$ cat config.mk
export PLATFORM = sky130hd
export DESIGN_NAME = serial_delimiter_frame_receiver_top_flat
export DESIGN_NICKNAME = d
export VERILOG_FILES = /design/src/rtl/sdfr_pkg.sv /design/src/rtl/sdfr_req_if.sv /design/src/rtl/sdfr_rsp_if.sv /design/src/rtl/sdfr_step.sv /design/src/rtl/serial_delimiter_frame_receiver_top.sv /design/src/flat_wrapper.sv
export SDC_FILE = /design/constraint.sdc
export NUM_CORES = 1
export LEC_CHECK = 0
export BUFFER_PORTS_ARGS = -buffer_cell sky130_fd_sc_hd__buf_2
export CAP_MARGIN = 40
export CORE_MARGIN = 2
export CORE_UTILIZATION = 54
export DETAILED_ROUTE_END_ITERATION = 8
export GPL_TIMING_DRIVEN = 0
export PLACE_DENSITY = 0.76
export SLEW_MARGIN = 25
export SYNTH_ARGS = -nofsm -noshare
export SYNTH_HDL_FRONTEND = slang
export SYNTH_SLANG_ARGS = --single-unit
$ cat constraint.sdc
create_clock -name clock -period 3 [get_ports clock]
set_input_delay 0 -clock clock [delete_from_list [all_inputs] [get_ports clock]]
set_output_delay 0 -clock clock [all_outputs]
set_load 0.02 [all_outputs]
$ cat src/rtl/sdfr_pkg.sv
// Shared types and constants for the serial delimiter frame receiver.
// No dependencies; used by sdfr_step and the top level.
package sdfr_pkg;

   localparam int FRAME_LIMIT = 512;
   localparam int CNT_W       = $clog2(FRAME_LIMIT + 1);
   localparam int MAXLEN_W    = 10;
   localparam int LIM_W       = (CNT_W > MAXLEN_W) ? CNT_W : MAXLEN_W;
   localparam int CSR_IDX_W   = 1;
   localparam int CSR_DATA_W  = 10;

   localparam logic [7:0]          DELIM_RESET  = 8'hC0;
   localparam logic [MAXLEN_W-1:0] MAXLEN_RESET = MAXLEN_W'(300);

   localparam logic [CSR_IDX_W-1:0] REG_DELIM  = CSR_IDX_W'(0);
   localparam logic [CSR_IDX_W-1:0] REG_MAXLEN = CSR_IDX_W'(1);

   typedef struct packed {
      logic [7:0]       win;
      logic [3:0]       bit_cnt;
      logic             in_frame;
      logic [CNT_W-1:0] byte_cnt;
   } state_type;

   typedef struct packed {
      logic [7:0] data_byte;
      logic       frame_start;
      logic       frame_last;
      logic       overflow;
   } result_type;

endpackage

$ cat src/rtl/sdfr_req_if.sv
// Input channel: one sampled line bit per word.
// Depends on nothing.
interface sdfr_req_if;
   logic valid;
   logic ready;
   logic serial_bit;

   modport source (output valid, output serial_bit, input ready);
   modport sink   (input valid, input serial_bit, output ready);
endinterface

$ cat src/rtl/sdfr_rsp_if.sv
// Result channel: one received byte with its frame flags per word.
// Depends on nothing.
interface sdfr_rsp_if;
   logic       valid;
   logic       ready;
   logic [7:0] data_byte;
   logic       frame_start;
   logic       frame_last;
   logic       overflow;

   modport source (output valid, output data_byte, output frame_start,
                   output frame_last, output overflow, input ready);
   modport sink   (input valid, input data_byte, input frame_start,
                   input frame_last, input overflow, output ready);
endinterface

$ cat src/rtl/sdfr_step.sv
// Next-state and result logic for one line bit (hunt window and byte assembly).
// Depends on sdfr_pkg.
module sdfr_step (
   input  sdfr_pkg::state_type           cur,
   input  logic                          serial_bit,
   input  logic [7:0]                    delimiter,
   input  logic [sdfr_pkg::MAXLEN_W-1:0] max_len,
   output sdfr_pkg::state_type           nxt,
   output logic                          emit,
   output sdfr_pkg::result_type          res
);

   logic [sdfr_pkg::LIM_W-1:0] limit;
   logic [sdfr_pkg::LIM_W-1:0] raw_len;
   logic [7:0]                 win_set;
   logic [7:0]                 win_hunt;
   logic [3:0]                 cnt_inc;
   logic [sdfr_pkg::CNT_W-1:0] bytes_inc;
   logic                       hunt_full;

   // Clamp the length register to 2..FRAME_LIMIT.
   always_comb begin
      raw_len = sdfr_pkg::LIM_W'(max_len);
      if (raw_len < sdfr_pkg::LIM_W'(2)) begin
         limit = sdfr_pkg::LIM_W'(2);
      end else if (raw_len > sdfr_pkg::LIM_W'(sdfr_pkg::FRAME_LIMIT)) begin
         limit = sdfr_pkg::LIM_W'(sdfr_pkg::FRAME_LIMIT);
      end else begin
         limit = raw_len;
      end
   end

   assign win_set   = cur.win | (8'(serial_bit) << cur.bit_cnt[2:0]);
   assign cnt_inc   = cur.bit_cnt + 4'd1;
   assign hunt_full = (cur.bit_cnt >= 4'd8);
   assign win_hunt  = hunt_full ? {serial_bit, cur.win[7:1]} : win_set;
   assign bytes_inc = cur.byte_cnt + sdfr_pkg::CNT_W'(1);

   always_comb begin
      nxt  = cur;
      emit = 1'b0;
      res  = '{data_byte: win_set, frame_start: 1'b0, frame_last: 1'b0,
               overflow: 1'b0};
      if (!cur.in_frame) begin
         nxt.win     = win_hunt;
         nxt.bit_cnt = hunt_full ? 4'd8 : cnt_inc;
         res.data_byte = win_hunt;
         if ((hunt_full || cnt_inc == 4'd8) && win_hunt == delimiter) begin
            emit            = 1'b1;
            res.frame_start = 1'b1;
            nxt.in_frame    = 1'b1;
            nxt.win         = '0;
            nxt.bit_cnt     = '0;
            nxt.byte_cnt    = sdfr_pkg::CNT_W'(1);
         end
      end else begin
         nxt.win     = win_set;
         nxt.bit_cnt = cnt_inc;
         if (cnt_inc == 4'd8) begin
            emit         = 1'b1;
            nxt.win      = '0;
            nxt.bit_cnt  = '0;
            nxt.byte_cnt = bytes_inc;
            if (win_set == delimiter) begin
               res.frame_last = 1'b1;
               nxt            = '0;
            end else if (sdfr_pkg::LIM_W'(bytes_inc) >= limit) begin
               // cut the frame at the length limit
               res.frame_last = 1'b1;
               res.overflow   = 1'b1;
               nxt            = '0;
            end
         end
      end
   end

endmodule

$ cat src/rtl/serial_delimiter_frame_receiver_top.sv
// Top level of the serial delimiter frame receiver: input register, state,
// result register and configuration registers. Depends on sdfr_pkg,
// sdfr_req_if, sdfr_rsp_if and sdfr_step.
//
//   channel    direction  word
//   req_chan   in         serial_bit (1 line sample)
//   rsp_chan   out        data_byte, frame_start, frame_last, overflow
//   csr_*      in         write enable, index, data (no read-back)
//
// One line bit per cycle while rsp_chan does not stall; an accepted bit goes
// through the input register, then the step logic into the result register.
// A bit that completes no byte leaves the result register untouched.
// A stalled result holds the step; req_chan.ready drops only when the input
// register is full and the result register cannot take a new byte.
// Synchronous reset returns to hunting with window and counters cleared.
module serial_delimiter_frame_receiver_top (
   input  logic                             clock,
   input  logic                             reset,
   sdfr_req_if.sink                         req_chan,
   sdfr_rsp_if.source                       rsp_chan,
   input  logic                             csr_write_enable,
   input  logic [sdfr_pkg::CSR_IDX_W-1:0]   csr_index,
   input  logic [sdfr_pkg::CSR_DATA_W-1:0]  csr_write_data
);

   logic                          in_valid_ff, in_valid_in;
   logic                          in_bit_ff;
   sdfr_pkg::state_type           state_ff, state_in;
   logic                          out_valid_ff, out_valid_in;
   sdfr_pkg::result_type          out_ff;
   logic [7:0]                    delim_ff;
   logic [sdfr_pkg::MAXLEN_W-1:0] maxlen_ff;

   sdfr_pkg::state_type  step_nxt;
   sdfr_pkg::result_type step_res;
   logic                 step_emit;
   logic                 out_free;
   logic                 advance;

   sdfr_step u_step (
      .cur        (state_ff),
      .serial_bit (in_bit_ff),
      .delimiter  (delim_ff),
      .max_len    (maxlen_ff),
      .nxt        (step_nxt),
      .emit       (step_emit),
      .res        (step_res)
   );

   assign out_free = !out_valid_ff || rsp_chan.ready;
   assign advance  = in_valid_ff && out_free;
   assign req_chan.ready = !in_valid_ff || out_free;

   assign in_valid_in  = req_chan.valid || (in_valid_ff && !out_free);
   assign state_in     = advance ? step_nxt : state_ff;
   assign out_valid_in = advance ? step_emit : (out_valid_ff && !rsp_chan.ready);

   always_ff @(posedge clock) begin
      if (reset) begin
         in_valid_ff  <= 1'b0;
         out_valid_ff <= 1'b0;
         state_ff     <= '0;
      end else begin
         in_valid_ff  <= in_valid_in;
         out_valid_ff <= out_valid_in;
         state_ff     <= state_in;
      end
   end

   // payload registers: capture only when the stage moves
   always_ff @(posedge clock) begin
      if (req_chan.valid && req_chan.ready) begin
         in_bit_ff <= req_chan.serial_bit;
      end
      if (advance && step_emit) begin
         out_ff <= step_res;
      end
   end

   always_ff @(posedge clock) begin
      if (reset) begin
         delim_ff  <= sdfr_pkg::DELIM_RESET;
         maxlen_ff <= sdfr_pkg::MAXLEN_RESET;
      end else if (csr_write_enable) begin
         unique case (csr_index)
            sdfr_pkg::REG_DELIM:  delim_ff  <= csr_write_data[7:0];
            sdfr_pkg::REG_MAXLEN: maxlen_ff <= csr_write_data[sdfr_pkg::MAXLEN_W-1:0];
            default: ;
         endcase
      end
   end

   assign rsp_chan.valid       = out_valid_ff;
   assign rsp_chan.data_byte   = out_ff.data_byte;
   assign rsp_chan.frame_start = out_ff.frame_start;
   assign rsp_chan.frame_last  = out_ff.frame_last;
   assign rsp_chan.overflow    = out_ff.overflow;

   a_start_not_last: assert property (@(posedge clock) disable iff (reset)
      out_valid_ff |-> !(out_ff.frame_start && out_ff.frame_last))
      else $error("byte flagged as both frame start and frame last");

   a_overflow_is_last: assert property (@(posedge clock) disable iff (reset)
      (out_valid_ff && out_ff.overflow) |-> out_ff.frame_last)
      else $error("cut byte not flagged as frame last");

   a_frame_counts: assert property (@(posedge clock) disable iff (reset)
      state_ff.in_frame |-> (state_ff.bit_cnt < 4'd8 &&
                             state_ff.byte_cnt != '0))
      else $error("frame counters out of range");

   a_hunt_counts: assert property (@(posedge clock) disable iff (reset)
      !state_ff.in_frame |-> (state_ff.bit_cnt <= 4'd8 && state_ff.byte_cnt == '0))
      else $error("hunt counters out of range");

   a_start_enters_frame: assert property (@(posedge clock) disable iff (reset)
      (advance && step_emit && step_res.frame_start) |=> state_ff.in_frame)
      else $error("frame start did not enter frame mode");

endmodule
$ cat src/flat_wrapper.sv
// flat-port wrapper written by rule: the top's interface ports become plain ports
module serial_delimiter_frame_receiver_top_flat 
  (clock, reset, csr_write_enable, csr_index, csr_write_data, req_chan_valid, req_chan_serial_bit, req_chan_ready, rsp_chan_valid, rsp_chan_data_byte, rsp_chan_frame_start, rsp_chan_frame_last, rsp_chan_overflow, rsp_chan_ready);
  sdfr_req_if req_chan_i ();
  sdfr_rsp_if rsp_chan_i ();
  input  logic clock;
  input  logic reset;
  input  logic csr_write_enable;
  input  logic [sdfr_pkg::CSR_IDX_W-1:0] csr_index;
  input  logic [sdfr_pkg::CSR_DATA_W-1:0] csr_write_data;
  input wire logic [$bits(req_chan_i.valid)-1:0] req_chan_valid;
  input wire logic [$bits(req_chan_i.serial_bit)-1:0] req_chan_serial_bit;
  output wire logic [$bits(req_chan_i.ready)-1:0] req_chan_ready;
  output wire logic [$bits(rsp_chan_i.valid)-1:0] rsp_chan_valid;
  output wire logic [$bits(rsp_chan_i.data_byte)-1:0] rsp_chan_data_byte;
  output wire logic [$bits(rsp_chan_i.frame_start)-1:0] rsp_chan_frame_start;
  output wire logic [$bits(rsp_chan_i.frame_last)-1:0] rsp_chan_frame_last;
  output wire logic [$bits(rsp_chan_i.overflow)-1:0] rsp_chan_overflow;
  input wire logic [$bits(rsp_chan_i.ready)-1:0] rsp_chan_ready;
  assign req_chan_i.valid = req_chan_valid;
  assign req_chan_i.serial_bit = req_chan_serial_bit;
  assign req_chan_ready = req_chan_i.ready;
  assign rsp_chan_valid = rsp_chan_i.valid;
  assign rsp_chan_data_byte = rsp_chan_i.data_byte;
  assign rsp_chan_frame_start = rsp_chan_i.frame_start;
  assign rsp_chan_frame_last = rsp_chan_i.frame_last;
  assign rsp_chan_overflow = rsp_chan_i.overflow;
  assign rsp_chan_i.ready = rsp_chan_ready;
  serial_delimiter_frame_receiver_top u_core (.clock(clock), .reset(reset), .req_chan(req_chan_i), .rsp_chan(rsp_chan_i), .csr_write_enable(csr_write_enable), .csr_index(csr_index), .csr_write_data(csr_write_data));
endmodule
## Word level (Yosys, flattened, before mapping)

Index checks and enable logic that the tools add are counted.

| storage, ports and cells | value |
|---|---|
| register bits after elaboration | 55 |
| input port bits | 17 |
| output and inout port bits | 13 |
| word-level logic and storage cells | 64 |

| cells by class | value |
|---|---|
| add/subtract/negate cells | 2 |
| $lt $le $gt $ge | 4 |
| eq/ne operators | 4 |
| shift operators | 1 |
| muxes and demuxes | 16 |
| bitwise operators | 4 |
| reduce and logical (&&, ||, !) cells | 20 |

Operators with widths:

| kind | count |
|---|---|
| $mux 23 | 3 |
| $mux 11 | 2 |
| $mux 10 | 2 |
| $eq 8x8->1 | 2 |
| $add 10x1->10 const B | 1 |
| $ge 10x10->1 | 1 |
| $gt 10x10->1 const B | 1 |
| $lt 10x2->1 const B | 1 |
| $mux 9 | 1 |
| $mux 8 | 1 |
| $or 8x8->8 | 1 |
| $shl 1x3->8 | 1 |
| $logic_and 1x1->1 | 6 |
| $reduce_and 2->1 | 3 |
| $mux 1 | 5 |
| $add 4x1->4 const B | 1 |
| $eq 4x4->1 const B | 1 |
| $ge 4x4->1 const B | 1 |
| $logic_not 1->1 | 4 |
| $logic_or 1x1->1 | 4 |
| $mux 4 | 1 |
| $not 1->1 | 3 |
| $reduce_and 3->1 | 1 |
| $reduce_or 3->1 | 1 |
| 3 further kinds | 3 |

## Longest topological paths before layout

Gate-level depths: netlist of the first run.

| depth | value |
|---|---|
| depth in word-level cells | 8 |
| depth in mapped cells | 12 |
| gate-level depth less buffers | 11 |

## By module

From an unflattened synthesis of the first run, not the netlist that was laid out.

| second synthesis, totals | value |
|---|---|
| cells, all modules | 441 |
| area total of the unflattened synthesis | 3718.6 sq um |

By module, submodules not included:

| module | instances | cells an instance | area each (sq um) | seq. area each (sq um) |
|---|---|---|---|---|
| serial_delimiter_frame_receiver_top | 1 | 205 | 2154.6 | 1221.2 |
| sdfr_step | 1 | 236 | 1564.0 | 0.0 |

## Worst setup path before layout of the first run

Ideal clock, no wire load.

| timing | value |
|---|---|
| kind | register to register |
| start | register u_core.in_bit_ff |
| end | register u_core.out_ff, in the netlist u_core.rsp_chan.data_byte[0], enable pin |
| setup time | 0.378 ns |
| data arrival time | 2.512 ns |
| data required time | 2.622 ns |
| path slack | 0.110 ns |
| stages on the path, launching flop included | 9 |
| path buffers | 1 |
| period minus slack after synthesis | 2.890 ns |
| path through | edfxtp_1 -> clkbuf_1 -> and4bb_2 -> o31ai_1 -> o21ai_0 -> a2111o_1 -> nor3_4 -> nor2_1 -> nor2_1 |

| on the way | value |
|---|---|
| cells in the longest elaborated chain, start to end | 8 |

RTL lines:

| item | line | source |
|---|---|---|
| start: declaration | serial_delimiter_frame_receiver_top.sv:27 | `logic in_bit_ff;` |
| start signal: assignment | serial_delimiter_frame_receiver_top.sv:73 | `in_bit_ff <= req_chan.serial_bit;` |
| $shl 1x3->8 | sdfr_step.sv:33 | `assign win_set = cur.win \| (8'(serial_bit) << cur.bit_cnt[2:0]);` |
| $or 8x8->8 | sdfr_step.sv:33 |  |
| $mux 8 (*) | sdfr_step.sv:36 | `assign win_hunt = hunt_full ? {serial_bit, cur.win[7:1]} : win_set;` |
| $eq 8x8->1 (*) | sdfr_step.sv:48 | `if ((hunt_full \|\| cnt_inc == 4'd8) && win_hunt == delimiter) begin` |
| $logic_and 1x1->1 (*) | sdfr_step.sv:48 |  |
| $mux 1 (*) | sdfr_step.sv:48 |  |
| $mux 1 (*) | sdfr_step.sv:44 | `if (!cur.in_frame) begin` |
| $logic_and 1x1->1 (*) | serial_delimiter_frame_receiver_top.sv:75 | `if (advance && step_emit) begin` |
| end signal: assignment | serial_delimiter_frame_receiver_top.sv:76 | `out_ff <= step_res;` |
| end: declaration | serial_delimiter_frame_receiver_top.sv:30 | `sdfr_pkg::result_type out_ff;` |

Mark *: on every way between the ends. The rest lies on a longest branch, timed or not.
A chain may end at the register's enable or synchronous reset.

## Worst setup path after layout of the first run

| timing | value |
|---|---|
| start | register u_core.state_ff[2] (netlist name) |
| end | register u_core.state_ff[4] (netlist name) |

| on the way | value |
|---|---|
| cells in the longest elaborated chain, start to end | 6 |

RTL lines:

| item | line | source |
|---|---|---|
| start: declaration | serial_delimiter_frame_receiver_top.sv:28 | `sdfr_pkg::state_type state_ff, state_in;` |
| start signal: assignment | serial_delimiter_frame_receiver_top.sv:66 | `state_ff <= state_in;` |
| $add 10x1->10 (*) | sdfr_step.sv:37 | `assign bytes_inc = cur.byte_cnt + sdfr_pkg::CNT_W'(1);` |
| $ge 10x10->1 | sdfr_step.sv:67 | `end else if (sdfr_pkg::LIM_W'(bytes_inc) >= limit) begin` |
| $mux 11 (*) | sdfr_step.sv:67 |  |
| $mux 11 (*) | sdfr_step.sv:64 | `if (win_set == delimiter) begin` |
| $mux 23 (*) | sdfr_step.sv:59 | `if (cnt_inc == 4'd8) begin` |
| $mux 23 (*) | sdfr_step.sv:44 |  |

Mark *: on every way between the ends. The rest lies on a longest branch, timed or not. The select of a mux whose other input is x is not followed.

==> flow_summary.ini, run 1 <==
[routing]
m1WireLength_mm = 4.27
routedWlPerCell_um = 18.3
totalWireLength_mm = 9.92
dr_wl_met2_mm = 4.56
vias = 3467
drt.antenna.violating_nets = 0
drc = 0
met3_length_um = 881
top_layer_used = met4
drtPass1Iterations = 5
drt_iter0_markers = 340
vias_per_cell = 6.41

[floorplanning]
io_pins = 30
dieArea_um2 = 6900
row_count = 28
start_util = 0.563
core_area_um2 = 5990
die_y_um = 83.1
die_w_um = 83.1

[timing]
slew_viol_final = 0
tightest_slew_ps = 788
hold_violations = 0
fmax_mhz = 342
fin_crit_sh = 0.975
min_period_ps = 2930
tns_ps = 0
setup_violations = 0
skew_ps = 13.6
relSlewSlack = 0.472
hold_ws_ps = 39.5

[critical_path]
cpPeakStageDelay_ps = 380
cp_max_fo = 6
reg2reg_to = u_core.state_ff[4]
crit_chain = and3_4, and3_1, and3_2, xor2_1, ha_1, and4_1, o21ai_0, o21a_1, o211ai_4, buf_6, o221ai_1, a21o_1
crit_path_end_kind = flip-flop
critPathRequiredTime_ps = 3220
cp-start-kind = flip-flop
regToRegStartpoint = u_core.state_ff[2]
path_class = reg2reg
path_buf_inv = 1
reg2reg_depth = 12
worstPathArrival_ps = 3140
rrSetupSlack_ps = 70
slowest_stage = dfxtp_4
path_delay_family = compound AO/OA/AOI/OAI gates

[yosys]
synthFlopType = dfxtp_1
synth_area_um2 = 3370
ys_ff_latch = 55
seq_area_frac_synth = 0.362
syn-num-nets = 437
syn_inst = 407
synth-edff-count = 12
syn_avg_cell_area_um2 = 8.29
ys_types = 69
yosys_warnings = 0
synth-async-reset-ratio = 0

[finish]
diodes = 0
seq_area_um2 = 1230
drive_gt1_frac = 0.187
multi_input_area_um2 = 2160
utilization = 0.683
fill_cells = 505
area_growth_pct = 21.2
post-route-cell-area_um2 = 4090
layout.nets = 495

[placement]
port_buffers = 29
dp_hpwl_mm = 6.89
placed_area_um2 = 3610
gp_congestion = 0.973

[global_route]
grt_pass1_wl_mm = 15.9
antenna_found_initial = 0
grt_max_degree = 17
grt_util_all_layers = 0.283
grt_pass1_vias = 3160
overflow = 0

[worst_hold_path]
hold_start = rsp_chan_ready
holdPathEnd = u_core.rsp_chan.valid
hold_path_class = in2reg
hold_depth = 3

[clock_network]
cts_tree = yes
ctsHtreeMaxLevel = 2
clk_path_buf_depth = 2
clock_tree.root_cell = clkbuf_8
cts.sinks = 55
clk_latency_ps = 310
cts_buffers = 5
clk_pin_slew_worst_paths_ps = 110

[power_and_ir_drop]
p_per_area_nw_per_um2 = 349
peakVddDrop_v = 0.000207
p_leak_nw = 1.61

[flow_run]
drv_cap = 0

[status]
outcome = finished clean
cell families after synthesis:
kind of cell,after synthesis,share of synthesized area
buffers and inverters,37,0.0471
multiplexers,1,0.00297
AO/OA/AOI/OAI,114,0.228
XOR/XNOR,12,0.0311
adder cells (fa/ha/maj),13,0.0482
AND/OR/NAND/NOR,175,0.281
flip-flops,55,0.362
how the worst max path moves through the flow:
stage                                   from  cells after the start                      endpoint
final                     u_core.state_ff[2]                     12            u_core.state_ff[4]
after global routing      u_core.state_ff[0]                     12            u_core.state_ff[5]
after CTS                 u_core.state_ff[0]                     12            u_core.state_ff[6]
after detailed placement    u_core.in_bit_ff                      8  u_core.rsp_chan.data_byte[0]
after global placement      u_core.in_bit_ff                      8  u_core.rsp_chan.data_byte[0]
after floorplan             u_core.in_bit_ff                      8  u_core.rsp_chan.data_byte[0]
area by class of cell:
class,count,area share
well taps,75,0.0229
plain buffers,24,0.0275
flip-flops and latches,55,0.301
multi-input cells,315,0.528
repair buffers,51,0.0878
clock buffers,6,0.0177
clock inverters,2,0.00306
inverters,13,0.0119
per-layer routing:
metal	GRT usage	up-vias
li1	-	1630
met1	0.399	1633
met2	0.433	180
met3	0.0586	24
met4	0.0954	0
met5	0	-
metrics by stage:
stage | setup WS, ps | std cells | power (mW)
final | 73.9 | 541 | 1.43
after global routing | -43.9 | 541 | 1.49
after CTS | 9.43 | 537 | 1.42
after detailed placement | -795 | 511 | 1.01
after global placement | -733 | 511 | 1.00
after floorplan | 110 | 407 | 0.945
cells in the final DEF, fill, tap and decap left out, types with 9 or more instances in the layout:
| master | count |
|---|---|
| nor2b_1 | 9 |
| ha_1 | 11 |
| dlygate4sd3_1 | 13 |
| clkbuf_1 | 12 |
| a21oi_1 | 30 |
| buf_2 | 35 |
| inv_1 | 11 |
| nor2_1 | 17 |
| dfxtp_1 | 40 |
| o21ai_0 | 19 |
| nand2_1 | 58 |
| nand3_1 | 15 |
| nand2b_1 | 10 |
| edfxtp_1 | 12 |
synth_stat cells, types with 8 or more instances:
library cell,n,area share
nand2_1,58,0.065
dfxtp_1,43,0.26
a21oi_1,30,0.044
nor2_1,19,0.021
o21ai_0,19,0.028
nand3_1,17,0.025
clkbuf_1,13,0.014
ha_1,13,0.048
edfxtp_1,12,0.11
inv_1,11,0.012
nand2b_1,10,0.019
nor2b_1,9,0.017
nor4_1,9,0.017
a221oi_1,8,0.021
a31oi_1,8,0.015
nor3_1,8,0.012
timing repair:
| action | in CTS | in global routing |
|---|---|---|
| endpoints found under the hold margin | 21 | 0 |
| endpoints found under the setup margin | 32 | 31 |
| gates resized for setup | 13 | 30 |
| hold buffers | 13 | 0 |
| cloned | 1 | 0 |
| buffers inserted | 4 | 4 |
| pin swaps | 1 | 6 |
worst reg2reg max path, cell delays in order (launching register included):
cell and delay (ps):
dfxtp_4 380, and3_4 200, and3_1 200, and3_2 250, xor2_1 170, ha_1 360, and4_1 200, o21ai_0 80
o21a_1 210, o211ai_4 290, buf_6 170, o221ai_1 120, a21o_1 200
power breakdown:
part	switching, mW	internal [mW]	total [mW]
logic	0.123	0.0890	0.212
clock network	0.246	0.165	0.411
registers	0.0283	0.776	0.804
total	0.398	1.03	1.43
sequential cells by signal, summed over array words and instances, names as in the netlist, 8 cells and up:
signal,flops
u_core.delim_ff,8
u_core.state_ff,23
u_core.rsp_chan.data_byte,8
u_core.maxlen_ff,10
Note: power is estimated with default switching activity, not from simulation.
==> run 2: changes to the inputs <==
REMOVE_ABC_BUFFERS = 1   (was unset)
==> flow_summary.ini, run 2 (same netlist as run 1, synthesis figures left out) <==
[power_and_ir_drop]
p_sw_mw = 0.393
p_int_mw = 1.02
p_seq_frac = 0.572
power_mw = 1.41
peakVddDrop_v = 0.000377
p_comb_frac = 0.140
p_per_area_nw_per_um2 = 353
switching_share = 0.278
p_leak_nw = 1.58
pwr-share-clk = 0.288

[critical_path]
worstPathArrival_ps = 3160
critPathRequiredTime_ps = 3210
cp-start-kind = flip-flop
cp_max_fo = 10
crit_path_end_kind = flip-flop
reg2reg_depth = 9
crit_chain = buf_4, buf_4, and4b_1, or3_1, a221o_1, or4_4, o211ai_4, o221ai_1, a31o_1
regToRegStartpoint = u_core.in_bit_ff
slowest_stage = or4_4
cpPeakStageDelay_ps = 610
reg2reg_to = u_core.state_ff[7]
cpMostUsedCell = buf_4
path_class = reg2reg
rrSetupSlack_ps = 50

[finish]
largest_register_ffs = 23
mostFrequentLayoutCell = nand2_1
reg.largest.list = u_core.state_ff: 23 flops, u_core.maxlen_ff: 10 flops
final_cell_mix = 58 x nand2_1, 36 x dfxtp_1, 29 x a21oi_1, 29 x buf_2, 19 x o21ai_0
top_register = u_core.state_ff
drive_gt1_frac = 0.195
layout.nets = 475
diodes = 0
area_growth_pct = 18.9
final_cells = 521

[clock_network]
cts.sinks = 55
ctsHtreeMaxLevel = 2
cts_buffers = 5
clock_tree.root_cell = clkbuf_8
cts_tree = yes
clk_pin_slew_worst_paths_ps = 100
clk_latency_ps = 310
clk_path_buf_depth = 2

[placement]
dp_hpwl_mm = 5.77
place_inst = 489
port_buffers = 29
gp_congestion = 0.881

[timing]
fin_crit_sh = 0.982
setup_violations = 0
slew_viol_final = 0
hold_violations = 0
skew_ps = 5.62
fmax_mhz = 339
rsz0062_at_grt = yes
relSlewSlack = 0.378
min_period_ps = 2950
tightest_slew_ps = 929
tns_ps = 0

[floorplanning]
die_w_um = 83.1
start_util = 0.563
io_pins = 30
core_area_um2 = 5990
die_y_um = 83.1
dieArea_um2 = 6900
row_count = 28

[global_route]
grt_pass1_vias = 3024
grt_util_all_layers = 0.255
grt_max_degree = 39
antenna_found_initial = 0
overflow = 0
grt_pass1_wl_mm = 14.7

[worst_hold_path]
hold_start = rsp_chan_ready
holdPathEnd = u_core.rsp_chan.valid
hold_path_class = in2reg
hold_depth = 3

[routing]
drc = 0
dr_wl_met2_mm = 4.25
drtPass1Iterations = 5
vias_per_cell = 6.48
drt.antenna.violating_nets = 0
drt_iter0_markers = 406
met3_length_um = 874
totalWireLength_mm = 9.19
top_layer_used = met4
vias = 3375
m1WireLength_mm = 3.85
routedWlPerCell_um = 17.6

[flow_run]
drv_cap = 0

[status]
outcome = finished clean
==> run 2: power groups by stage <==
stage	Combinational (mW)	Clock [mW]	Sequential, mW
2_1_floorplan	0.115	0	0.818
3_3_place_gp	0.157	0	0.830
3_5_place_dp	0.164	0	0.830
4_1_cts	0.180	0.411	0.812
5_1_grt	0.220	0.444	0.813
6_report	0.198	0.407	0.810
==> run 2: worst max path at each step <==
stage	from	to	slack, ps	depth (start not counted)
CTS	u_core.state_ff[0]	u_core.state_ff[0]	8	11
global route	u_core.state_ff[0]	u_core.state_ff[0]	-80	11
finish	u_core.in_bit_ff	u_core.state_ff[7]	50	9
floorplan	u_core.state_ff[14]	u_core.rsp_chan.data_byte[0]	-100	7
global placement	u_core.state_ff[14]	u_core.rsp_chan.data_byte[0]	-760	7
detailed placement	u_core.state_ff[14]	u_core.rsp_chan.data_byte[0]	-830	7
==> run 2: per-layer routing <==
layer / vias up / global-route usage
met1: 1569 / 0.360
met2: 191 / 0.408
met4: 0 / 0.0745
li1: 1595 / -
met3: 20 / 0.0348
met5: - / 0
==> run 2: timing repair <==
action / in CTS / in global routing
endpoints found under the setup margin: 34 / 27
setup buffers: 2 / 8
hold buffers: 12 / 0
resized for setup: 18 / 27
endpoints found under the hold margin: 20 / 0
gates cloned: 0 / 2
pin swaps: 0 / 10
==> run 2: stage by stage <==
step | cell area (um2) | utilization | worst slack, ps | hold slack, ps
3_5_place_dp | 3530 | 0.589 | -827 | 179
3_3_place_gp | 3500 | 0.585 | -759 | 177
6_report | 4010 | 0.670 | 53.3 | 17.3
4_1_cts | 3810 | 0.636 | 7.71 | 16.7
5_1_grt | 4010 | 0.670 | -81.5 | 42.3
2_1_floorplan | 3260 | - | -95.8 | 69.1
==> run 2: worst max-delay path, delay by kind of cell, from the launching register on <==
family                 cells  cell delay [ps]
AND/OR/NAND/NOR            3             1150
AO/OA/AOI/OAI              4              960
flip-flops                 1              400
buffers and inverters      2              330
==> run 2: area by class of cell <==
cell class | count | area, um2
multi-input combinational | 317 | 2180
inverter | 13 | 48.8
tap | 75 | 93.8
sequential | 55 | 1240
timing repair buffer | 53 | 363
clock buffer | 5 | 68.8
clock inverter | 3 | 15.0
fill | 485 | 1980
